<file path="src/rtl/bmzd_pkg.sv">
// ----------------------------------------------------------------------------
// Band motion zone detector package
// Shared constants, configuration record and queue item type.
// ----------------------------------------------------------------------------
`default_nettype none
package bmzd_pkg;

  localparam int FRAME_WIDTH  = 640;
  localparam int FRAME_HEIGHT = 480;
  localparam int PIX_COUNT    = FRAME_WIDTH * FRAME_HEIGHT;
  localparam int ADDR_W       = $clog2(PIX_COUNT);

  localparam int XW        = 10;
  localparam int YW        = 9;
  localparam int CHW       = 8;
  localparam int CNT_W     = 19;
  localparam int ZONE_W    = 3;
  localparam int NUM_ZONES = 5;
  localparam int START_W   = 13;
  localparam int PROD_W    = 42;
  localparam int SUM_W     = 43;
  localparam int C_W       = SUM_W - 16;
  localparam int BAND_W    = C_W + 1;

  localparam int QDEPTH = 8;
  localparam int QPTR_W = $clog2(QDEPTH);

  localparam logic [CNT_W-1:0] COUNT_MAX = '1;
  localparam logic [CHW-1:0]   CH_FULL   = 8'd255;
  localparam logic [ZONE_W-1:0] ZONE_LAST = 3'd4;
  localparam logic [ZONE_W-1:0] ZONE_FIRST_PICK = 3'd3;

  typedef enum logic [2:0] {
    REG_LINE_SLOPE     = 3'd0,
    REG_LINE_INTERCEPT = 3'd1,
    REG_X_LEFT         = 3'd2,
    REG_X_RIGHT        = 3'd3,
    REG_ZONE_WIDTH     = 3'd4,
    REG_BAND_HALF      = 3'd5,
    REG_DIFF_THRESH    = 3'd6,
    REG_ACTION_THRESH  = 3'd7
  } cfg_reg_t;

  typedef struct packed {
    logic signed [31:0] line_slope;
    logic signed [31:0] line_intercept;
    logic [XW-1:0]      x_left;
    logic [XW-1:0]      x_right;
    logic [XW-1:0]      zone_width;
    logic [7:0]         band_half_width;
    logic [7:0]         pixel_diff_threshold;
    logic [CNT_W-1:0]   action_threshold;
  } cfg_t;

  typedef struct packed {
    logic [CHW-1:0]    blue;
    logic [CHW-1:0]    green;
    logic [CHW-1:0]    red;
    logic [ADDR_W-1:0] addr;
    logic              in_frame;
    logic              capture;
    logic              last;
    logic              watch;
    logic              edge_mark;
    logic [ZONE_W-1:0] zone;
  } item_t;

endpackage
`default_nettype wire

</file>
<file path="src/rtl/bmzd_queue.sv">
// ----------------------------------------------------------------------------
// Band motion zone detector item queue
// Short FIFO between the geometry front end and the compare back end.
// ----------------------------------------------------------------------------
`default_nettype none
module bmzd_queue (
  input  wire logic                      clk,
  input  wire logic                      rst_n,
  input  wire logic                      push_valid,
  input  wire bmzd_pkg::item_t           push_item,
  input  wire logic                      pop,
  output logic                           q_valid,
  output bmzd_pkg::item_t                q_item,
  output logic [bmzd_pkg::QPTR_W:0]      q_count
);

  bmzd_pkg::item_t                  slot_r [bmzd_pkg::QDEPTH];
  logic [bmzd_pkg::QPTR_W-1:0]      wr_ptr_r, rd_ptr_r;
  logic [bmzd_pkg::QPTR_W:0]        count_r;

  always_ff @(posedge clk) begin
    if (!rst_n) begin
      wr_ptr_r <= '0;
      rd_ptr_r <= '0;
      count_r  <= '0;
    end else begin
      if (push_valid) wr_ptr_r <= wr_ptr_r + 1'b1;
      if (pop) rd_ptr_r <= rd_ptr_r + 1'b1;
      count_r <= count_r + (bmzd_pkg::QPTR_W+1)'(push_valid) - (bmzd_pkg::QPTR_W+1)'(pop);
    end
  end

  always_ff @(posedge clk) begin
    if (push_valid) slot_r[wr_ptr_r] <= push_item;
  end

  assign q_valid = count_r != '0;
  assign q_item  = slot_r[rd_ptr_r];
  assign q_count = count_r;

endmodule
`default_nettype wire

</file>
<file path="config.mk">
export PLATFORM = sky130hd
export DESIGN_NAME = bmzd_queue
export DESIGN_NICKNAME = d
export VERILOG_FILES = /design/src/rtl/bmzd_pkg.sv /design/src/rtl/bmzd_queue.sv
export SDC_FILE = /design/constraint.sdc
export NUM_CORES = 1
export LEC_CHECK = 0
export BUFFER_PORTS_ARGS = -buffer_cell sky130_fd_sc_hd__buf_2
export CORE_MARGIN = 1.5
export CORE_UTILIZATION = 45
export CTS_BUF_LIST = sky130_fd_sc_hd__clkbuf_2
export DETAILED_ROUTE_END_ITERATION = 7
export PLACE_DENSITY_LB_ADDON = 0.08
export SLEW_MARGIN = 20
export SYNTH_ARGS = -nofsm -noshare
export SYNTH_HDL_FRONTEND = slang
export SYNTH_SLANG_ARGS = --single-unit
export TNS_END_PERCENT = 50
</file>
<file path="constraint.sdc">
create_clock -name clk -period 5.02 [get_ports clk]
set_clock_uncertainty 0.05 [all_clocks]
set_input_delay 0 -clock clk [delete_from_list [all_inputs] [get_ports clk]]
set_output_delay 0 -clock clk [all_outputs]
set_load 0.005 [all_outputs]
</file>
==> impl_metrics.py <==
metrics = {
    "setup_path": {
        "worstReg2RegEnd": "slot_r[1][6]$_DFFE_PP_",
        "slowest_delay_ns": 1.01,
        "path_cells": "buf_4 > mux4_2 > mux2_2 > buf_2",
        "worstPathArrival_ns": 3.45,
        "reg2regPathDepth": 3,
        "cp-start-kind": "flop",
        "slowest_stage": "dfxtp_4",
        "critPathRequiredTime_ns": 4.97,
        "rrSetupSlack_ns": 2.57,
        "critPathKind": "reg -> out",
        "crit_fanout": 63,
        "end_kind": "output pin",
        "reg2reg_from": "wr_ptr_r[0]$_SDFFE_PN0P_",
    },
    "sta": {
        "worst_pin_slew_ns": 0.9792,
        "max_slew_margin_pct": 34.72,
        "period_needed_ns": 3.497,
        "rsz0062_at_grt": "no",
        "maxSlewViolCount": 0,
        "setup_slack_ns": 1.523,
        "period_share_pct": 69.66,
        "max_freq_mhz": 286.0,
        "setup_viol": 0,
        "finalHoldViolations": 0,
        "tns_ns": 0,
    },
    "final_layout": {
        "nFillCells": 2781,
        "fin_util_pct": 54.79,
        "final_area_mm2": 0.01902,
        "area_delta_synth_final_pct": 19.39,
        "layout-drive-gt1-share_pct": 42.71,
        "final_common_cell": "edfxtp_1",
        "nNetsFinal": 1026,
        "layout_common_cells": "edfxtp_1, clkbuf_2, dlygate4sd3_1, buf_2, mux4_2",
    },
    "global_routing": {
        "globalRouteTotalUtil_pct": 18.75,
        "antenna_found_initial": 3,
        "overflow": 0,
        "grt_pass1_vias": 8812,
        "grt_max_degree": 87,
        "grt_pass1_wl_um": 50030,
    },
    "route": {
        "num_vias": 7772,
        "dr.pass1.iters": 4,
        "wl_um": 32620,
        "drt_iter0_drc": 421,
        "drc": 0,
        "postRouteAntennaNets": 0,
        "detail_route.wl_per_cell_um": 21.83,
        "via_per_inst": 5.202,
    },
    "floorplanning": {
        "coreArea_mm2": 0.03471,
        "die_h_um": 191.2,
        "placementRows": 68,
        "dieArea_mm2": 0.03654,
        "start_util_pct": 45.89,
        "io_pins": 111,
        "fp.dieW_um": 191.2,
    },
    "placement": {
        "postPlaceCellArea_mm2": 0.01702,
        "portBuffers": 110,
        "routabilityCongestion": 0.6753,
        "pre_cts_slack_ns": 2.427,
        "place_hpwl_um": 16030,
    },
    "status": {
        "outcome": "finished clean",
    },
    "synth": {
        "synth_seq_area_share_pct": 78.54,
        "synth_area_mm2": 0.01593,
        "ys.flop_type": "edfxtp_1",
        "synth-edff-count": 408,
        "syn_nets": 719,
        "synth.distinct_cells": 24,
        "syn_inst": 656,
        "synthArstFlopShare_pct": 0,
        "synth_warnings": 0,
        "syn_area_per_cell_um2": 24.28,
        "synth_seq_cells": 421,
    },
    "cts": {
        "cts_buffers": 104,
        "clock-sinks": 421,
        "cts-htree-levels": 3,
        "root_buffer": "clkbuf_2",
        "cts_tree": "yes",
        "clk_pin_slew_worst_paths_ns": 0.10,
        "cts_resized": 0,
        "clock_path_buffers": 3,
        "clk_latency_ns": 0.94,
    },
    "power_and_ir_drop": {
        "peakVddDrop_v": 0.0001623,
        "power_density_mw_per_mm2": 357.0,
        "power_leakage_nw": 6.365,
    },
    "worst_hold_path": {
        "hp-start": "push_valid",
        "min_to": "q_count[3]$_SDFF_PN0_",
        "worst_hold_path_type": "in -> reg",
        "holdPathStages": 6,
    },
    "job": {
        "maxCapViolCount": 0,
    },
}
critical path, delay by kind of cell, from the launching register on:
kind,cells,cell delay (ns)
multiplexers,2,0.70
flip-flops,1,1.01
buffers and inverters,2,0.77
cells in the mapped netlist (all sizes together), types with 4 or more instances:
master	count	area, µm²
edfxtp	408	12250
mux4	102	2297
mux2	51	574.3
buf	20	148.9
dfxtp	13	260.3
clkbuf	9	33.78
and2	7	43.79
ha	7	87.58
inv	7	26.28
nor2	6	22.52
nand2	5	18.77
nand2b	4	25.02
flip-flops by register name, indices dropped and copies added, names as in the netlist, named ones only:
register,cells
wr_ptr_r,3
slot_r,408
rd_ptr_r,3
q_count,4
stage by stage:
step / hold slack (ns) / instances / power [mW]
after CTS: 0.07549 / 1490 / 6.904
after floorplan: 0.04887 / 656 / 4.452
after global placement: 0.2034 / 1202 / 4.670
after detailed placement: 0.2195 / 1202 / 4.697
after global routing: 0.1214 / 1492 / 7.147
final: 0.1931 / 1494 / 6.790
metal layers:
metal	part of all wire (%)	up-vias	track usage [%]
li1	-	3458	-
met1	42	4077	23.34
met2	52	191	31.83
met3	5.1	44	5.342
met4	1.4	2	5.829
met5	0.031	-	0
cell families (layout without fill, tap and decap cells):
logic type	Yosys count	after routing	synth area share, %
and+or+nand+nor	28	28	0.9032
buffers and inverters	36	415	1.312
AOI/OAI and AO/OA	2	2	0.07853
xor gates and xnor gates	5	5	0.2749
other	0	4	0
DFF	421	421	78.54
muxes	156	156	18.21
adders and majority gates	8	8	0.6754
cell type report:
cell class,count,area [µm²],share of cell area (%)
antenna,4,10.01,0.05263
tap,455,569.3,2.993
sequential,421,12520,65.84
clock buffer,149,745.7,3.921
timing repair buffer,230,1739,9.144
clock inverter,29,141.4,0.7434
inverter,7,26.28,0.1381
multi-input combinational,199,3264,17.16
how the worst max path moves through the flow:
stage / startpoint / to / slack (ns) / depth (start not counted)
floorplan: wr_ptr_r[2]$_SDFFE_PN0P_ / slot_r[0][0]$_DFFE_PP_ / 0.47 / 2
global placement: flop / q_item[22] / 2.47 / 4
detailed placement: flop / q_item[23] / 2.43 / 4
CTS: flop / q_item[23] / 1.33 / 4
global route: flop / q_item[10] / 1.21 / 4
finish: flop / q_item[23] / 1.52 / 4
power breakdown:
group	internal, mW	switching (mW)	leakage, nW	total [mW]
registers	3.95	0.0634	3.82	4.02
clock network	0.842	1.28	0.697	2.12
logic	0.364	0.292	1.85	0.656
repair_timing:
action / 4_1_cts / 5_1_grt
endpoints found under the setup margin: 0 / 0
hold buffers: 110 / 0
setup buffers: 0 / 0
endpoints found under the hold margin: 475 / 0
Note: power is estimated with default switching activity, not from simulation.
