### src/rtl/bmzd_pkg.sv
// ----------------------------------------------------------------------------
// Band motion zone detector package
// Shared constants, configuration record and queue item type.
// ----------------------------------------------------------------------------
`default_nettype none
package bmzd_pkg;

  localparam int FRAME_WIDTH  = 640;
  localparam int FRAME_HEIGHT = 480;
  localparam int PIX_COUNT    = FRAME_WIDTH * FRAME_HEIGHT;
  localparam int ADDR_W       = $clog2(PIX_COUNT);

  localparam int XW        = 10;
  localparam int YW        = 9;
  localparam int CHW       = 8;
  localparam int CNT_W     = 19;
  localparam int ZONE_W    = 3;
  localparam int NUM_ZONES = 5;
  localparam int START_W   = 13;
  localparam int PROD_W    = 42;
  localparam int SUM_W     = 43;
  localparam int C_W       = SUM_W - 16;
  localparam int BAND_W    = C_W + 1;

  localparam int QDEPTH = 8;
  localparam int QPTR_W = $clog2(QDEPTH);

  localparam logic [CNT_W-1:0] COUNT_MAX = '1;
  localparam logic [CHW-1:0]   CH_FULL   = 8'd255;
  localparam logic [ZONE_W-1:0] ZONE_LAST = 3'd4;
  localparam logic [ZONE_W-1:0] ZONE_FIRST_PICK = 3'd3;

  typedef enum logic [2:0] {
    REG_LINE_SLOPE     = 3'd0,
    REG_LINE_INTERCEPT = 3'd1,
    REG_X_LEFT         = 3'd2,
    REG_X_RIGHT        = 3'd3,
    REG_ZONE_WIDTH     = 3'd4,
    REG_BAND_HALF      = 3'd5,
    REG_DIFF_THRESH    = 3'd6,
    REG_ACTION_THRESH  = 3'd7
  } cfg_reg_t;

  typedef struct packed {
    logic signed [31:0] line_slope;
    logic signed [31:0] line_intercept;
    logic [XW-1:0]      x_left;
    logic [XW-1:0]      x_right;
    logic [XW-1:0]      zone_width;
    logic [7:0]         band_half_width;
    logic [7:0]         pixel_diff_threshold;
    logic [CNT_W-1:0]   action_threshold;
  } cfg_t;

  typedef struct packed {
    logic [CHW-1:0]    blue;
    logic [CHW-1:0]    green;
    logic [CHW-1:0]    red;
    logic [ADDR_W-1:0] addr;
    logic              in_frame;
    logic              capture;
    logic              last;
    logic              watch;
    logic              edge_mark;
    logic [ZONE_W-1:0] zone;
  } item_t;

endpackage
`default_nettype wire

### src/rtl/bmzd_front.sv
// ----------------------------------------------------------------------------
// Band motion zone detector front end
// Accepts pixels, works out band and zone geometry in three stages.
// ----------------------------------------------------------------------------
`default_nettype none
module bmzd_front (
  input  wire logic                     clk,
  input  wire logic                     rst_n,
  input  wire bmzd_pkg::cfg_t           cfg,
  input  wire logic                     in_tvalid,
  output logic                          in_tready,
  input  wire logic [47:0]              in_tdata,  // pix_x, pix_y, in_blue, in_green, in_red
  input  wire logic                     in_tuser,  // capture_frame
  input  wire logic                     in_tlast,  // frame_end
  input  wire logic [bmzd_pkg::QPTR_W:0] q_count,
  output logic                          push_valid,
  output bmzd_pkg::item_t               push_item
);

  localparam int OCC_W = bmzd_pkg::QPTR_W + 2;

  logic [OCC_W-1:0] occ;
  logic             accept;

  // stage 1
  logic                                 f1_v_r;
  logic [bmzd_pkg::XW-1:0]              f1_x_r;
  logic [bmzd_pkg::YW-1:0]              f1_y_r;
  logic [3*bmzd_pkg::CHW-1:0]           f1_pix_r;
  logic                                 f1_cap_r, f1_last_r, f1_inf_r;
  logic [bmzd_pkg::ADDR_W-1:0]          f1_addr_r;
  logic signed [bmzd_pkg::PROD_W-1:0]   f1_prod_r;
  // stage 2
  logic                                 f2_v_r;
  logic [bmzd_pkg::YW-1:0]              f2_y_r;
  logic [3*bmzd_pkg::CHW-1:0]           f2_pix_r;
  logic                                 f2_cap_r, f2_last_r, f2_inf_r;
  logic [bmzd_pkg::ADDR_W-1:0]          f2_addr_r;
  logic signed [bmzd_pkg::SUM_W-1:0]    f2_sum_r;
  logic                                 f2_cols_r, f2_vert_r;
  logic [bmzd_pkg::ZONE_W-1:0]          f2_zone_r;
  // stage 3
  logic                                 f3_v_r;
  logic [bmzd_pkg::YW-1:0]              f3_y_r;
  logic [3*bmzd_pkg::CHW-1:0]           f3_pix_r;
  logic                                 f3_cap_r, f3_last_r, f3_inf_r;
  logic [bmzd_pkg::ADDR_W-1:0]          f3_addr_r;
  logic signed [bmzd_pkg::C_W-1:0]      f3_c_r;
  logic                                 f3_cols_r, f3_vert_r;
  logic [bmzd_pkg::ZONE_W-1:0]          f3_zone_r;

  logic [bmzd_pkg::XW-1:0]    in_x;
  logic [bmzd_pkg::YW-1:0]    in_y;
  logic [bmzd_pkg::START_W-1:0] starts [bmzd_pkg::NUM_ZONES];
  logic                       vert;
  logic [bmzd_pkg::ZONE_W-1:0] zone;
  logic signed [bmzd_pkg::SUM_W-1:0] sum;
  logic signed [bmzd_pkg::C_W-1:0]   c_floor;
  logic signed [bmzd_pkg::BAND_W-1:0] lo, hi, yy;
  logic                       on_edge, in_band;

  assign occ = OCC_W'(q_count) + OCC_W'(f1_v_r) + OCC_W'(f2_v_r) + OCC_W'(f3_v_r);
  assign in_tready = occ < OCC_W'(bmzd_pkg::QDEPTH);
  assign accept = in_tvalid && in_tready;
  assign in_x = in_tdata[9:0];
  assign in_y = in_tdata[18:10];

  always_ff @(posedge clk) begin
    if (!rst_n) begin
      f1_v_r <= 1'b0;
      f2_v_r <= 1'b0;
      f3_v_r <= 1'b0;
    end else begin
      f1_v_r <= accept;
      f2_v_r <= f1_v_r;
      f3_v_r <= f2_v_r;
    end
  end

  // Zone starts and vertical edge marks.
  always_comb begin
    vert = (f1_x_r == cfg.x_left) || (f1_x_r == cfg.x_right);
    for (int k = 0; k < bmzd_pkg::NUM_ZONES; k++) begin
      starts[k] = bmzd_pkg::START_W'(cfg.x_left) +
                  bmzd_pkg::START_W'(cfg.zone_width) * bmzd_pkg::START_W'(k);
      if (bmzd_pkg::START_W'(f1_x_r) == starts[k]) vert = 1'b1;
    end
    priority if (bmzd_pkg::START_W'(f1_x_r) > starts[4]) zone = 3'd4;
    else if (bmzd_pkg::START_W'(f1_x_r) > starts[3]) zone = 3'd3;
    else if (bmzd_pkg::START_W'(f1_x_r) > starts[2]) zone = 3'd2;
    else if (bmzd_pkg::START_W'(f1_x_r) > starts[1]) zone = 3'd1;
    else zone = 3'd0;
  end

  assign sum = bmzd_pkg::SUM_W'(f1_prod_r) + bmzd_pkg::SUM_W'(cfg.line_intercept);
  // Centre row truncates toward zero, so negative values with a fraction go up one.
  assign c_floor = bmzd_pkg::C_W'(f2_sum_r >>> 16);

  always_ff @(posedge clk) begin
    f1_x_r    <= in_x;
    f1_y_r    <= in_y;
    f1_pix_r  <= in_tdata[42:19];
    f1_cap_r  <= in_tuser;
    f1_last_r <= in_tlast;
    f1_inf_r  <= (32'(in_x) < bmzd_pkg::FRAME_WIDTH) && (32'(in_y) < bmzd_pkg::FRAME_HEIGHT);
    f1_addr_r <= bmzd_pkg::ADDR_W'(bmzd_pkg::ADDR_W'(in_y) *
                 bmzd_pkg::ADDR_W'(bmzd_pkg::FRAME_WIDTH) + bmzd_pkg::ADDR_W'(in_x));
    f1_prod_r <= bmzd_pkg::PROD_W'(cfg.line_slope * $signed({1'b0, in_x}));

    f2_y_r    <= f1_y_r;
    f2_pix_r  <= f1_pix_r;
    f2_cap_r  <= f1_cap_r;
    f2_last_r <= f1_last_r;
    f2_inf_r  <= f1_inf_r;
    f2_addr_r <= f1_addr_r;
    f2_sum_r  <= sum;
    f2_cols_r <= (f1_x_r >= cfg.x_left) && (f1_x_r <= cfg.x_right);
    f2_vert_r <= vert;
    f2_zone_r <= zone;

    f3_y_r    <= f2_y_r;
    f3_pix_r  <= f2_pix_r;
    f3_cap_r  <= f2_cap_r;
    f3_last_r <= f2_last_r;
    f3_inf_r  <= f2_inf_r;
    f3_addr_r <= f2_addr_r;
    f3_c_r    <= c_floor + bmzd_pkg::C_W'(f2_sum_r[bmzd_pkg::SUM_W-1] && (f2_sum_r[15:0] != '0));
    f3_cols_r <= f2_cols_r;
    f3_vert_r <= f2_vert_r;
    f3_zone_r <= f2_zone_r;
  end

  assign lo = bmzd_pkg::BAND_W'(f3_c_r) - $signed(bmzd_pkg::BAND_W'(cfg.band_half_width));
  assign hi = bmzd_pkg::BAND_W'(f3_c_r) + $signed(bmzd_pkg::BAND_W'(cfg.band_half_width));
  assign yy = $signed(bmzd_pkg::BAND_W'(f3_y_r));
  assign on_edge = (yy == lo) || (yy == hi);
  assign in_band = (yy >= lo) && (yy <= hi);

  always_comb begin
    push_valid          = f3_v_r;
    push_item.blue      = f3_pix_r[7:0];
    push_item.green     = f3_pix_r[15:8];
    push_item.red       = f3_pix_r[23:16];
    push_item.addr      = f3_addr_r;
    push_item.in_frame  = f3_inf_r;
    push_item.capture   = f3_cap_r;
    push_item.last      = f3_last_r;
    push_item.watch     = in_band && f3_cols_r && f3_inf_r;
    push_item.edge_mark = (on_edge && f3_cols_r) || (in_band && f3_vert_r);
    push_item.zone      = f3_zone_r;
  end

endmodule
`default_nettype wire

### config.mk
export PLATFORM = sky130hd
export DESIGN_NAME = bmzd_front
export DESIGN_NICKNAME = d
export VERILOG_FILES = /design/src/rtl/bmzd_pkg.sv /design/src/rtl/bmzd_front.sv
export SDC_FILE = /design/constraint.sdc
export NUM_CORES = 1
export LEC_CHECK = 0
export BUFFER_PORTS_ARGS = -buffer_cell sky130_fd_sc_hd__clkbuf_2
export CAP_MARGIN = 20
export CELL_PAD_IN_SITES_DETAIL_PLACEMENT = 1
export CELL_PAD_IN_SITES_GLOBAL_PLACEMENT = 1
export CORE_MARGIN = 2
export CORE_UTILIZATION = 45
export DETAILED_ROUTE_END_ITERATION = 8
export GPL_ROUTABILITY_DRIVEN = 0
export PLACE_DENSITY_LB_ADDON = 0.1
export RECOVER_POWER = 25
export SLEW_MARGIN = 20
export SYNTH_ARGS = -nofsm -noshare
export SYNTH_HDL_FRONTEND = slang
export SYNTH_SLANG_ARGS = --single-unit
export TNS_END_PERCENT = 30
### constraint.sdc
create_clock -name clk -period 7.7 [get_ports clk]
set_input_delay 0.77 -clock clk [delete_from_list [all_inputs] [get_ports clk]]
set_output_delay 0.77 -clock clk [all_outputs]
set_load 0.01 [all_outputs]
==> summary.md, run 1 <==
| Metric | Value |
|---|---|
| Initial Util | `45.4%` |
| Max Root-Sink Buffers | `3` |
| Worst Path Required | `between 8 and 9 ns` |
| EDFF count, synth | `0` |
| # DRC | `0` |
| Post-cts hold buffer count | `0` |
| Die width | `between 200 and 250 µm` |
| H-tree levels | `1` |
| Synth area leader | `dfxtp_1` |
| # setup viols final | `0` |
| Placed cell count | `3494` |
| Power density over the cells | `between 300 and 400 nW/µm²` |
| Pre-CTS WS | `0.577 ns` |
| Fillers | `~6300` |
| Initial antenna violation count | `1` |
| PnR worst setup slack | `around 1.1 ns` |
| Syn avg cell area | `around 9.4 µm²` |
| Worst Reg-to-Reg Cells | `13` |
| Vias in the first global route | `20200` |
| Clock latency at the later pin of the worst-skew pair | `between 0.5 and 0.6 ns` |
| Die Y | `239 µm` |
| Utilization after layout | `between 50% and 60%` |
| Iter 0 DRT Violations | `roughly 550` |
| Fmax | `around 150 MHz` |
| VDD IR max | `between 0.2 and 0.25 mV` |
| Die area | `approximately 57000 µm²` |
| R2r setup slk | `around 4.4 ns` |
| Pins Over Slew Limit | `0` |
| Sequential fraction of the synthesis area | `a little under a quarter` |
| Largest net degree at the start of global routing | `34` |
| Fin Clk Skew | `about 0.018 ns` |
| Hold Vio Cnt, Final | `0` |
| Lkg Pwr | `~14 nW` |
| RSZ-0062 raised after global routing | `no` |
| Slew @ Worst Pin | `~0.83 ns` |
| Worst Hold Class | `in2reg` |
| Synth area leaders | `dfxtp_1, fa_1, ha_1` |
| CTS Buf Count | `29` |
| Port buffer count | `approximately 210` |
| Cell Area, Synth | `24900 µm²` |
| Yosys top cell area share | `between 20% and 30%` |
| Clock sink count | `between 200 and 300` |
| Via density | `roughly 5.2` |
| Worst-path fanout max | `19` |
| Antenna diodes | `0` |
| R2R Path Start | `f1_prod_r[0]` |
| Final #Nets | `around 3600` |
| Hold Crit Depth | `1` |
| All-Layer GR Usage | `about 22%` |
| HPWL after DPL | `52.1 mm` |
| Yosys cell types | `just over 80` |
| Via count | `approximately 18000` |
| First-pass GRT wire length | `approximately 100 mm` |
| DRT antenna net count | `0` |
| Worst r2r dst | `f2_sum_r[36]` |
| # IOs | `~240` |
| Setup bufs post-CTS | `0` |
| Relative slew slack | `43.4%` |
| Placement Cell Area | `roughly 27000 µm²` |
| CP Capture Type | `flip-flop` |
| Worst hold slack | `approximately 0.3 ns` |
| Std cell rows | `between 80 and 90` |
| Status | `complete, no violations` |
| Share of cells above drive strength 1 | `approximately a tenth` |
| Root buf cell | `clkbuf_16` |
| Worst EP arrival | `around 7 ns` |
| Crit path time final | `approximately 6.6 ns` |
| Tcrit/Tclk final | `between 80% and 90%` |
| CTS tree | `yes` |
| Ys flop type | `dfxtp_1` |
| Initial DRT Pass Iterations | `5` |
| Setup_tns | `0 ns` |
| Final Cell Area | `between 20000 and 30000 µm²` |
| CP startpoint | `in_tdata[4]` |
| Core area | `roughly 55000 µm²` |
| Crit path kind | `in2reg` |
| Fraction of registers with async set/reset | `0%` |
| MaxCap Viol Count | `0` |
| Fin cells | `approximately 3500` |
| Syn. warnings | `0` |
| Syn-to-layout area delta | `10.7%` |
| Setup crit end | `f1_prod_r[41]` |
| Post-synthesis register bit count | `roughly 290` |
| Syn nets | `3411` |
| Nature of the critical path startpoint | `primary input` |
| Total global routing overflow | `0` |
| Avg WL per Cell | `approximately 18 µm` |
| Final Power | `11.0 mW` |
| Final wirelength | `around 62 mm` |
| Synth Instances | `~2700` |
| CTS clk-pin slew, worst paths | `roughly 0.060 ns` |
| CTS resizes | `0` |
## per-layer routing
layer  track usage [%]  up-vias  routed length (µm)
met4              4.56        0                1040
met2              40.0      271               30700
met3              1.89       59                1990
met1              29.1     9187               28700
met5                 0        -                   0
li1                  -     8923                   -
## layout by cell type (no fill, tap or decap), types with 10 or more instances in the layout
| cell type | count |
|---|---|
| a211oi_1 | 10 |
| a21o_1 | 64 |
| a21oi_1 | 128 |
| a31oi_1 | 10 |
| and2_1 | 185 |
| and3_1 | 23 |
| buf_4 | 10 |
| clkbuf_16 | 29 |
| clkbuf_2 | 201 |
| dfxtp_1 | 293 |
| fa_1 | 289 |
| ha_1 | 280 |
| inv_1 | 415 |
| nand2_1 | 214 |
| nand2b_1 | 26 |
| nand3_1 | 44 |
| nand4_1 | 21 |
| nor2_1 | 87 |
| nor2b_1 | 30 |
| nor3_1 | 24 |
| nor4_1 | 11 |
| o211ai_1 | 17 |
| o21a_1 | 29 |
| o21ai_0 | 72 |
| o21bai_1 | 23 |
| or2_2 | 10 |
| xnor2_1 | 112 |
| xor2_1 | 47 |
## final cells by class
class	count	area [µm²]	share of cell area [%]
Multi-Input combinational cell	1866	17200	62.2
Clock buffer	38	830	3.01
Inverter	415	1560	5.65
Sequential cell	293	5870	21.3
Tap cell	704	881	3.19
Timing Repair Buffer	216	1100	3.99
Clock inverter	15	193	0.698
## cells in the mapped netlist (5+ instances only)
| cell type | n |
|---|---|
| inv_1 | 415 |
| dfxtp_1 | 293 |
| fa_1 | 289 |
| ha_1 | 280 |
| nand2_1 | 214 |
| and2_1 | 185 |
| a21oi_1 | 128 |
| xnor2_1 | 112 |
| nor2_1 | 87 |
| o21ai_0 | 72 |
| clkbuf_1 | 67 |
| a21o_1 | 64 |
| xor2_1 | 47 |
| nand3_1 | 44 |
| nor2b_1 | 30 |
| o21a_1 | 29 |
| nand2b_1 | 26 |
| nor3_1 | 24 |
| and3_1 | 23 |
| o21bai_1 | 23 |
| nand4_1 | 21 |
| o211ai_1 | 17 |
| nor4_1 | 11 |
| a211oi_1 | 10 |
| a31oi_1 | 10 |
| or2_2 | 10 |
| o22ai_1 | 7 |
| or3_1 | 7 |
| a221oi_1 | 6 |
| mux2i_1 | 6 |
| buf_1 | 5 |
| buf_2 | 5 |
| o21ai_1 | 5 |
## how the worst min path moves through the flow
stage,startpoint,to,slack (ns)
floorplan,f1_addr_r[10],f2_addr_r[10],0.31
finish,in_tdata[38],f1_pix_r[19],0.30
detailed placement,f1_y_r[3],f2_y_r[3],0.31
global placement,f1_pix_r[13],f2_pix_r[13],0.31
global route,in_tdata[31],f1_pix_r[12],0.27
CTS,in_tdata[23],f1_pix_r[4],0.27
## critical path, cell delays in order
cell	delay [ns]
clkbuf_2	0.44
nand2_1	0.16
fa_1	0.53
fa_1	0.52
inv_1	0.05
fa_1	0.46
fa_1	0.55
inv_1	0.05
fa_1	0.54
inv_1	0.05
ha_1	0.35
a21oi_1	0.18
o21ai_1	0.11
o41ai_1	0.55
a221oi_1	0.21
or3_1	0.35
o31ai_1	0.33
a21boi_1	0.20
a221o_1	0.34
a21oi_1	0.18
xnor2_1	0.09
## flip-flops by register name, summed over array words and instances (netlist names), 3 cells and up
register and flops:
f2_sum_r 43, f1_prod_r 42, f3_c_r 27, f1_pix_r 24
f2_pix_r 24, f3_pix_r 24, f1_addr_r 19, f2_addr_r 19
f3_addr_r 19, f1_y_r 9, f2_y_r 9, f3_y_r 9
f1_x_r 3, f2_zone_r 3, f3_zone_r 3
## power breakdown
part	internal, mW	total [mW]	switching [mW]
combinational	3.16	7.22	4.06
clock	0.869	1.47	0.599
sequential	2.01	2.28	0.262
## cell families (layout without fill, tap and decap cells)
logic type      Yosys count  count (layout)  share of synthesized area, %
buf+inv                 497             684                          7.58
xor+xnor                159             159                          5.59
flops                   293             293                          23.5
compound gates          426             426                          11.2
simple gates            705             705                          14.6
fa+ha+maj               569             569                          37.3
mux                       7               7                         0.286
(Power assumes the default switching activity.)
==> run 2: changes to the inputs <==
==> constraint.sdc (replaced) <==
create_clock -name clk -period 8.35 [get_ports clk]
set_input_delay 0.835 -clock clk [delete_from_list [all_inputs] [get_ports clk]]
set_output_delay 0.835 -clock clk [all_outputs]
set_load 0.01 [all_outputs]
==> run 2 against run 1 <==
Flip-flop and latch count did not move. Sequential power is 7% lower. Critical endpoint unchanged. Die area is the same. Largest cell class unchanged. Clock power fell by 11%. Worst hold slack improved by 0.023 ns. Core utilization decreased by 0.15 points. Combinational power down 8.2%. Sequential share of layout area is 0.063 points higher.
==> summary.md, run 2 (synthesis gave the netlist of run 1 again) <==
| Metric | Value |
|---|---|
| # IOs | `239 (unchanged)` |
| Die area | `57300 µm² (unchanged)` |
| MaxCap Viol Count | `0 (unchanged)` |
| Final #Nets | `3569 (-0.20%)` |
| Nature of the critical path startpoint | `primary input` |
| Met1 Track Usage GR | `29.1% (+0.056 points)` |
| # setup viols final | `0 (unchanged)` |
| CTS clk-pin slew, worst paths | `0.07 ns (about the same)` |
| Root buf cell | `clkbuf_16` |
| Fmax | `145 MHz` |
| Lkg Pwr | `13.5 nW (-0.38%)` |
| Clock sink count | `293 (unchanged)` |
| First-pass GRT wire length | `103 mm (+0.49%)` |
| Relative slew slack | `33.4% (-10 points)` |
| Initial Util | `45.4% (unchanged)` |
| Post-cts hold buffer count | `0 (unchanged)` |
| # DRC | `0 (unchanged)` |
| Pins Over Slew Limit | `0 (unchanged)` |
| Initial DRT Pass Iterations | `5 (unchanged)` |
| Hold Vio Cnt, Final | `0 (unchanged)` |
| Die Y | `239 µm (unchanged)` |
| DRT antenna net count | `0 (unchanged)` |
| Std cell rows | `86 (unchanged)` |
| Avg WL per Cell | `17.6 µm (-0.23%)` |
| Crit path time final | `6.91 ns` |
| Most frequent cells in the layout | `inv_1, dfxtp_1, fa_1` |
| Die width | `239 µm (unchanged)` |
| All-Layer GR Usage | `22.3% (+0.064 points)` |
| Busiest metal layer after global routing | `met2` |
| Worst Path Required | `8.78 ns (+0.63 ns)` |
| Slew @ Worst Pin | `0.974 ns (+0.146 ns)` |
| Via density | `5.20 (about the same)` |
| H-tree levels | `1 (unchanged)` |
| Max reg flops | `43 (unchanged)` |
| Status | `complete, no violations` |
| Fin Clk Skew | `0.0231 ns (+0.00531 ns)` |
| Routing usage on met3 | `1.64% (-0.25 points)` |
| Total global routing overflow | `0 (unchanged)` |
| Vias in the first global route | `20400 (+1.1%)` |
| Tcrit/Tclk final | `82.7%` |
| CTS tree | `yes` |
| Worst EP arrival | `7.34 ns (+0.34 ns)` |
| Biggest register | `f2_sum_r` |
| Max Root-Sink Buffers | `3 (unchanged)` |
| Worst hold slack | `0.318 ns (+0.0225 ns)` |
| Worst-path fanout max | `33 (+14)` |
| Syn-to-layout area delta | `10.4%` |
| Via count | `18400 (-0.27%)` |
| Crit path kind | `in2reg` |
| CTS resizes | `0 (unchanged)` |
| Initial antenna violation count | `1 (unchanged)` |
| Iter 0 DRT Violations | `521 (-5.6%)` |
| HPWL after DPL | `51.4 mm (-1.3%)` |
| Setup_tns | `0 ns (unchanged)` |
| CTS Buf Count | `27 (-6.9%)` |
| Critical Path Max Stage Delay | `0.62 ns (+0.07 ns)` |
| Clock latency at the later pin of the worst-skew pair | `0.56 ns (about the same)` |
| CP most frequent cell | `fa_1` |
| Worst path cell trace | `clkbuf_2, nand2_1, fa_1, fa_1, inv_1, fa_1, fa_1, inv_1, fa_1, inv_1, ha_1, a21oi_1, o21ai_1, o41ai_1, a221oi_1, or3_1, o31ai_1, a21boi_1, a221o_1, a21oi_1, xnor2_1` |
| Most common cell after layout, fill and taps aside | `inv_1` |
| Largest net degree at the start of global routing | `37 (+8.8%)` |
| Setup bufs post-CTS | `0 (unchanged)` |
| Met2 usage | `39.7% (-0.32 points)` |
| CP Capture Type | `flip-flop` |
| Port buffer count | `206 (unchanged)` |
| Fillers | `6242 (-1.3%)` |
| Core area | `54900 µm² (unchanged)` |
| Utilization after layout | `50.1% (-0.15 points)` |
| Final wirelength | `62.2 mm (-0.46%)` |
| Share of cells above drive strength 1 | `10.1% (-0.11 points)` |
| Power density over the cells | `365 nW/µm² (-8.1%)` |
| VDD IR max | `0.176 mV (-13%)` |
| RSZ-0062 raised after global routing | `no` |
| Worst Hold Class | `reg2reg` |
| Largest registers | `f2_sum_r (43), f1_prod_r (42), f3_c_r (27)` |
| Critical-path top delay cell | `clkbuf_2` |
==> run 2: cell count changes in the layout (fill, tap and decap cells not counted), sizes merged <==
cell	before	now
buf	11	5
bufinv	3	5
clkbuf	243	238
clkinv	7	4
clkinvlp	1	5
diode	0	1
inv	419	418
==> run 2: worst max-delay path, delay by kind of cell <==
family | cells | cell delay (ns)
xor gates and xnor gates | 1 | 0.09
buffers and inverters | 4 | 0.78
AOI/OAI and AO/OA | 8 | 2.10
and+or+nand+nor | 2 | 0.56
adders and majority gates | 6 | 2.95
==> run 2: cell type report <==
class / instances / area [µm²] / share of cell area (%)
Antenna cell: 1 / 2.50 / 0.00910
Clock buffer: 32 / 724 / 2.63
Clock inverter: 17 / 245 / 0.891
Inverter: 415 / 1560 / 5.66
Multi-Input combinational cell: 1866 / 17200 / 62.4
Sequential cell: 293 / 5870 / 21.3
Tap cell: 704 / 881 / 3.20
Timing Repair Buffer: 211 / 1070 / 3.88
==> run 2: per-layer routing <==
layer / part of all wire (%) / vias up / wire length [µm]
met5: 0 / - / 0
met4: 2.5 / 0 / 1550
met3: 2.9 / 88 / 1780
met2: 49 / 287 / 30200
met1: 46 / 9119 / 28700
li1: - / 8896 / -
==> run 2: final timing paths <==
check | cells after the start | slack (ns) | start | endpoint
max | 21 | 1.44 | in_tdata[4] | f1_prod_r[41]
min | 0 | 0.32 | f2_addr_r[4] | f3_addr_r[4]
max reg2reg | 11 | 4.98 | f1_prod_r[2] | f2_sum_r[41]
min reg2reg | 0 | 0.32 | f2_addr_r[4] | f3_addr_r[4]
==> run 2: power breakdown <==
part           leakage, nW  switching (mW)  internal [mW]
combinational         10.6            3.73           2.90
sequential            2.47           0.248           1.86
clock                0.463           0.528          0.781
==> run 2: stage by stage <==
step           instance area (µm²)  std cells  worst slack (ns)  total power [mW]
5_1_grt                      27500       3539             0.968              11.2
6_report                     27500       3539              1.44              10.0
3_3_place_gp                 26500       3489             0.959              8.58
4_1_cts                      27500       3538              1.48              10.2
2_1_floorplan                24900       2656              2.04              7.22
3_5_place_dp                 26500       3489             0.912              8.79
==> run 3: changes to the inputs <==
--- a/config.mk
+++ b/config.mk
@@ -10,7 +10,7 @@
 export CELL_PAD_IN_SITES_DETAIL_PLACEMENT = 1
 export CELL_PAD_IN_SITES_GLOBAL_PLACEMENT = 1
 export CORE_MARGIN = 2
-export CORE_UTILIZATION = 45
+export CORE_UTILIZATION = 43
 export DETAILED_ROUTE_END_ITERATION = 8
 export GPL_ROUTABILITY_DRIVEN = 0
 export PLACE_DENSITY_LB_ADDON = 0.1
==> constraint.sdc (replaced) <==
create_clock -name clk -period 5.9 [get_ports clk]
set_input_delay 0.59 -clock clk [delete_from_list [all_inputs] [get_ports clk]]
set_output_delay 0.59 -clock clk [all_outputs]
set_load 0.01 [all_outputs]
==> run 3 against run 2 <==
Clock power up 47%. Die area up 4.6%. Worst setup slack worse by 1.2 ns.
==> summary.md, run 3 (synthesis gave the netlist of run 1 again) <==
| Metric | Value |
|---|---|
| Status | `complete, no violations` |
| Nature of the critical path startpoint | `primary input` |
| Via count | `19200 (+4.3%)` |
| Lkg Pwr | `14.4 nW (+6.6%)` |
| Port buffer count | `206 (unchanged)` |
| Worst EP arrival | `6.17 ns (-1.17 ns)` |
| CTS clk-pin slew, worst paths | `0.07 ns (about the same)` |
| Die area | `59900 µm² (+4.6%)` |
| Root buf cell | `clkbuf_16` |
| R2r setup slk | `2.60 ns (-2.38 ns)` |
| Initial DRT Pass Iterations | `5 (unchanged)` |
| Crit path kind | `in2reg` |
| # IOs | `239 (unchanged)` |
| HPWL after DPL | `56.9 mm (+11%)` |
| Worst Hold Class | `in2reg` |
| Std cell rows | `88 (+2.3%)` |
| Worst Reg-to-Reg Cells | `11 (unchanged)` |
| Biggest register | `f2_sum_r` |
| # setup viols final | `0 (unchanged)` |
| Final wirelength | `66.0 mm (+6.1%)` |
| Fin Clk Skew | `0.0210 ns (-0.00210 ns)` |
| Most frequent cells in the layout | `inv_1, dfxtp_1, fa_1` |
| MaxCap Viol Count | `0 (unchanged)` |
| CP startpoint | `in_tdata[7]` |
| Setup bufs post-CTS | `0 (unchanged)` |
| Reg area | `5870 µm² (unchanged)` |
| Hold Vio Cnt, Final | `0 (unchanged)` |
| Share of cells above drive strength 1 | `15.8% (+5.7 points)` |
| Setup crit end | `f1_prod_r[39]` |
| Power density over the cells | `556 nW/µm² (+52%)` |
| Largest registers | `f2_sum_r (43), f1_prod_r (42), f3_c_r (27)` |
| Die width | `245 µm (+2.3%)` |
| Avg WL per Cell | `17.4 µm (-0.85%)` |
| Post-cts hold buffer count | `0 (unchanged)` |
| CTS Buf Count | `29 (+7.4%)` |
| Core area | `57500 µm² (+4.7%)` |
| Final #Nets | `3751 (+5.1%)` |
| Initial Util | `43.4% (-2.1 points)` |
| Die Y | `245 µm (+2.3%)` |
| CP Capture Type | `flip-flop` |
| First-pass GRT wire length | `109 mm (+5.8%)` |
| # DRC | `0 (unchanged)` |
| Vias in the first global route | `21600 (+5.7%)` |
| Max reg flops | `43 (unchanged)` |
| Worst-path fanout max | `11 (-67%)` |
| Max Root-Sink Buffers | `3 (unchanged)` |
| PnR worst setup slack | `0.215 ns (-1.23 ns)` |
| Syn-to-layout area delta | `17.0%` |
| Slew @ Worst Pin | `0.796 ns (-0.177 ns)` |
| Pre-CTS WS | `-0.612 ns (-1.52 ns)` |
| Worst r2r dst | `f2_sum_r[41]` |
| R2R Path Start | `f1_prod_r[3]` |
| Total global routing overflow | `0 (unchanged)` |
| Crit path time final | `~5.7 ns` |
| Tcrit/Tclk final | `between 90% and 100%` |
| Clock latency at the later pin of the worst-skew pair | `0.57 ns (about the same)` |
| Via density | `5.06 (-2.5%)` |
| Multi-input logic area | `17300 µm² (+0.72%)` |
| Relative slew slack | `45.5% (+12 points)` |
| Fmax | `between 150 and 200 MHz` |
| All-Layer GR Usage | `22.4% (+0.10 points)` |
| Clock sink count | `293 (unchanged)` |
| Initial antenna violation count | `4 (+3)` |
| Largest net degree at the start of global routing | `22 (-41%)` |
| Most common cell after layout, fill and taps aside | `inv_1` |
| Fillers | `6678 (+7.0%)` |
| DRT antenna net count | `0 (unchanged)` |
| H-tree levels | `1 (unchanged)` |
| VDD IR max | `0.313 mV (+78%)` |
| Utilization after layout | `50.7% (+0.60 points)` |
| Iter 0 DRT Violations | `582 (+12%)` |
| Pins Over Slew Limit | `0 (unchanged)` |
| Worst Path Required | `6.39 ns (-2.39 ns)` |
| CTS tree | `yes` |
==> run 3: cell types whose count changed in the layout (fill, tap and decap cells not counted), sizes merged <==
cell,delta
clkbuf,-1
clkinvlp,-2
buf,+184
inv,+2
diode,+3
clkinv,+2
==> run 3: report_power, final <==
| part | internal [mW] | switching, mW | leakage [nW] |
|---|---|---|---|
| Clock | 1.14 | 0.780 | 0.492 |
| Combinational | 5.44 | 5.86 | 11.5 |
| Sequential | 2.63 | 0.351 | 2.47 |
| Total | 9.21 | 6.99 | 14.4 |
==> run 3: cell type report <==
type                    count  area share (%)
diodes                      4          0.0343
clock inverters            19           0.935
repair buffers            391            8.42
well taps                 765            3.28
flip-flops and latches    293            20.1
multi-input cells        1866            59.3
clock buffers              35            2.57
inverters                 415            5.34
==> run 3: worst max-delay path, cell delays in order <==
cell and delay [ns]:
clkbuf_2 0.10, buf_12 0.14, buf_12 0.14, and2_1 0.14, fa_1 0.48, fa_1 0.54, fa_1 0.45, fa_1 0.56
inv_1 0.06, fa_1 0.53, inv_1 0.07, ha_4 0.26, a21oi_4 0.16, nor2_1 0.07, o41ai_2 0.27, buf_4 0.17
a221oi_2 0.07, or3_4 0.35, o31ai_4 0.30, buf_4 0.15, a21oi_1 0.07, a21o_1 0.21, a21oi_2 0.16, xnor2_1 0.13
==> run 3: worst min-delay path by stage <==
stage / cells past startpoint / startpoint / endpoint
3_5_place_dp: 0 / f2_addr_r[11] / f3_addr_r[11]
2_1_floorplan: 0 / f1_addr_r[10] / f2_addr_r[10]
6_report: 1 / in_tdata[33] / f1_pix_r[14]
3_3_place_gp: 0 / f2_pix_r[12] / f3_pix_r[12]
4_1_cts: 1 / in_tdata[33] / f1_pix_r[14]
5_1_grt: 1 / in_tuser / f1_cap_r
==> run 3: timing repair <==
item	in CTS	in global routing
pin swaps	0	17
resized for setup	1	35
endpoints found under the setup margin	1	9
==> run 3: layer usage <==
metal,global-route usage [%],routed length (µm)
met3,1.36,1680
met5,0,0
met1,28.7,29600
met4,5.31,1340
met2,41.1,33400
==> run 3: per-stage QoR <==
step	power, mW	hold slack (ns)	instances	TNS [ns]	instance area [µm²]
CTS	16.1	0.0895	3784	0	29000
finish	16.2	0.120	3788	0	29200
global placement	13.6	0.310	3730	-5.34	28000
detailed placement	14.1	0.313	3730	-6.75	28000
global route	17.9	0.0985	3787	-0.0570	29200
floorplan	10.3	0.310	2656	0	25000
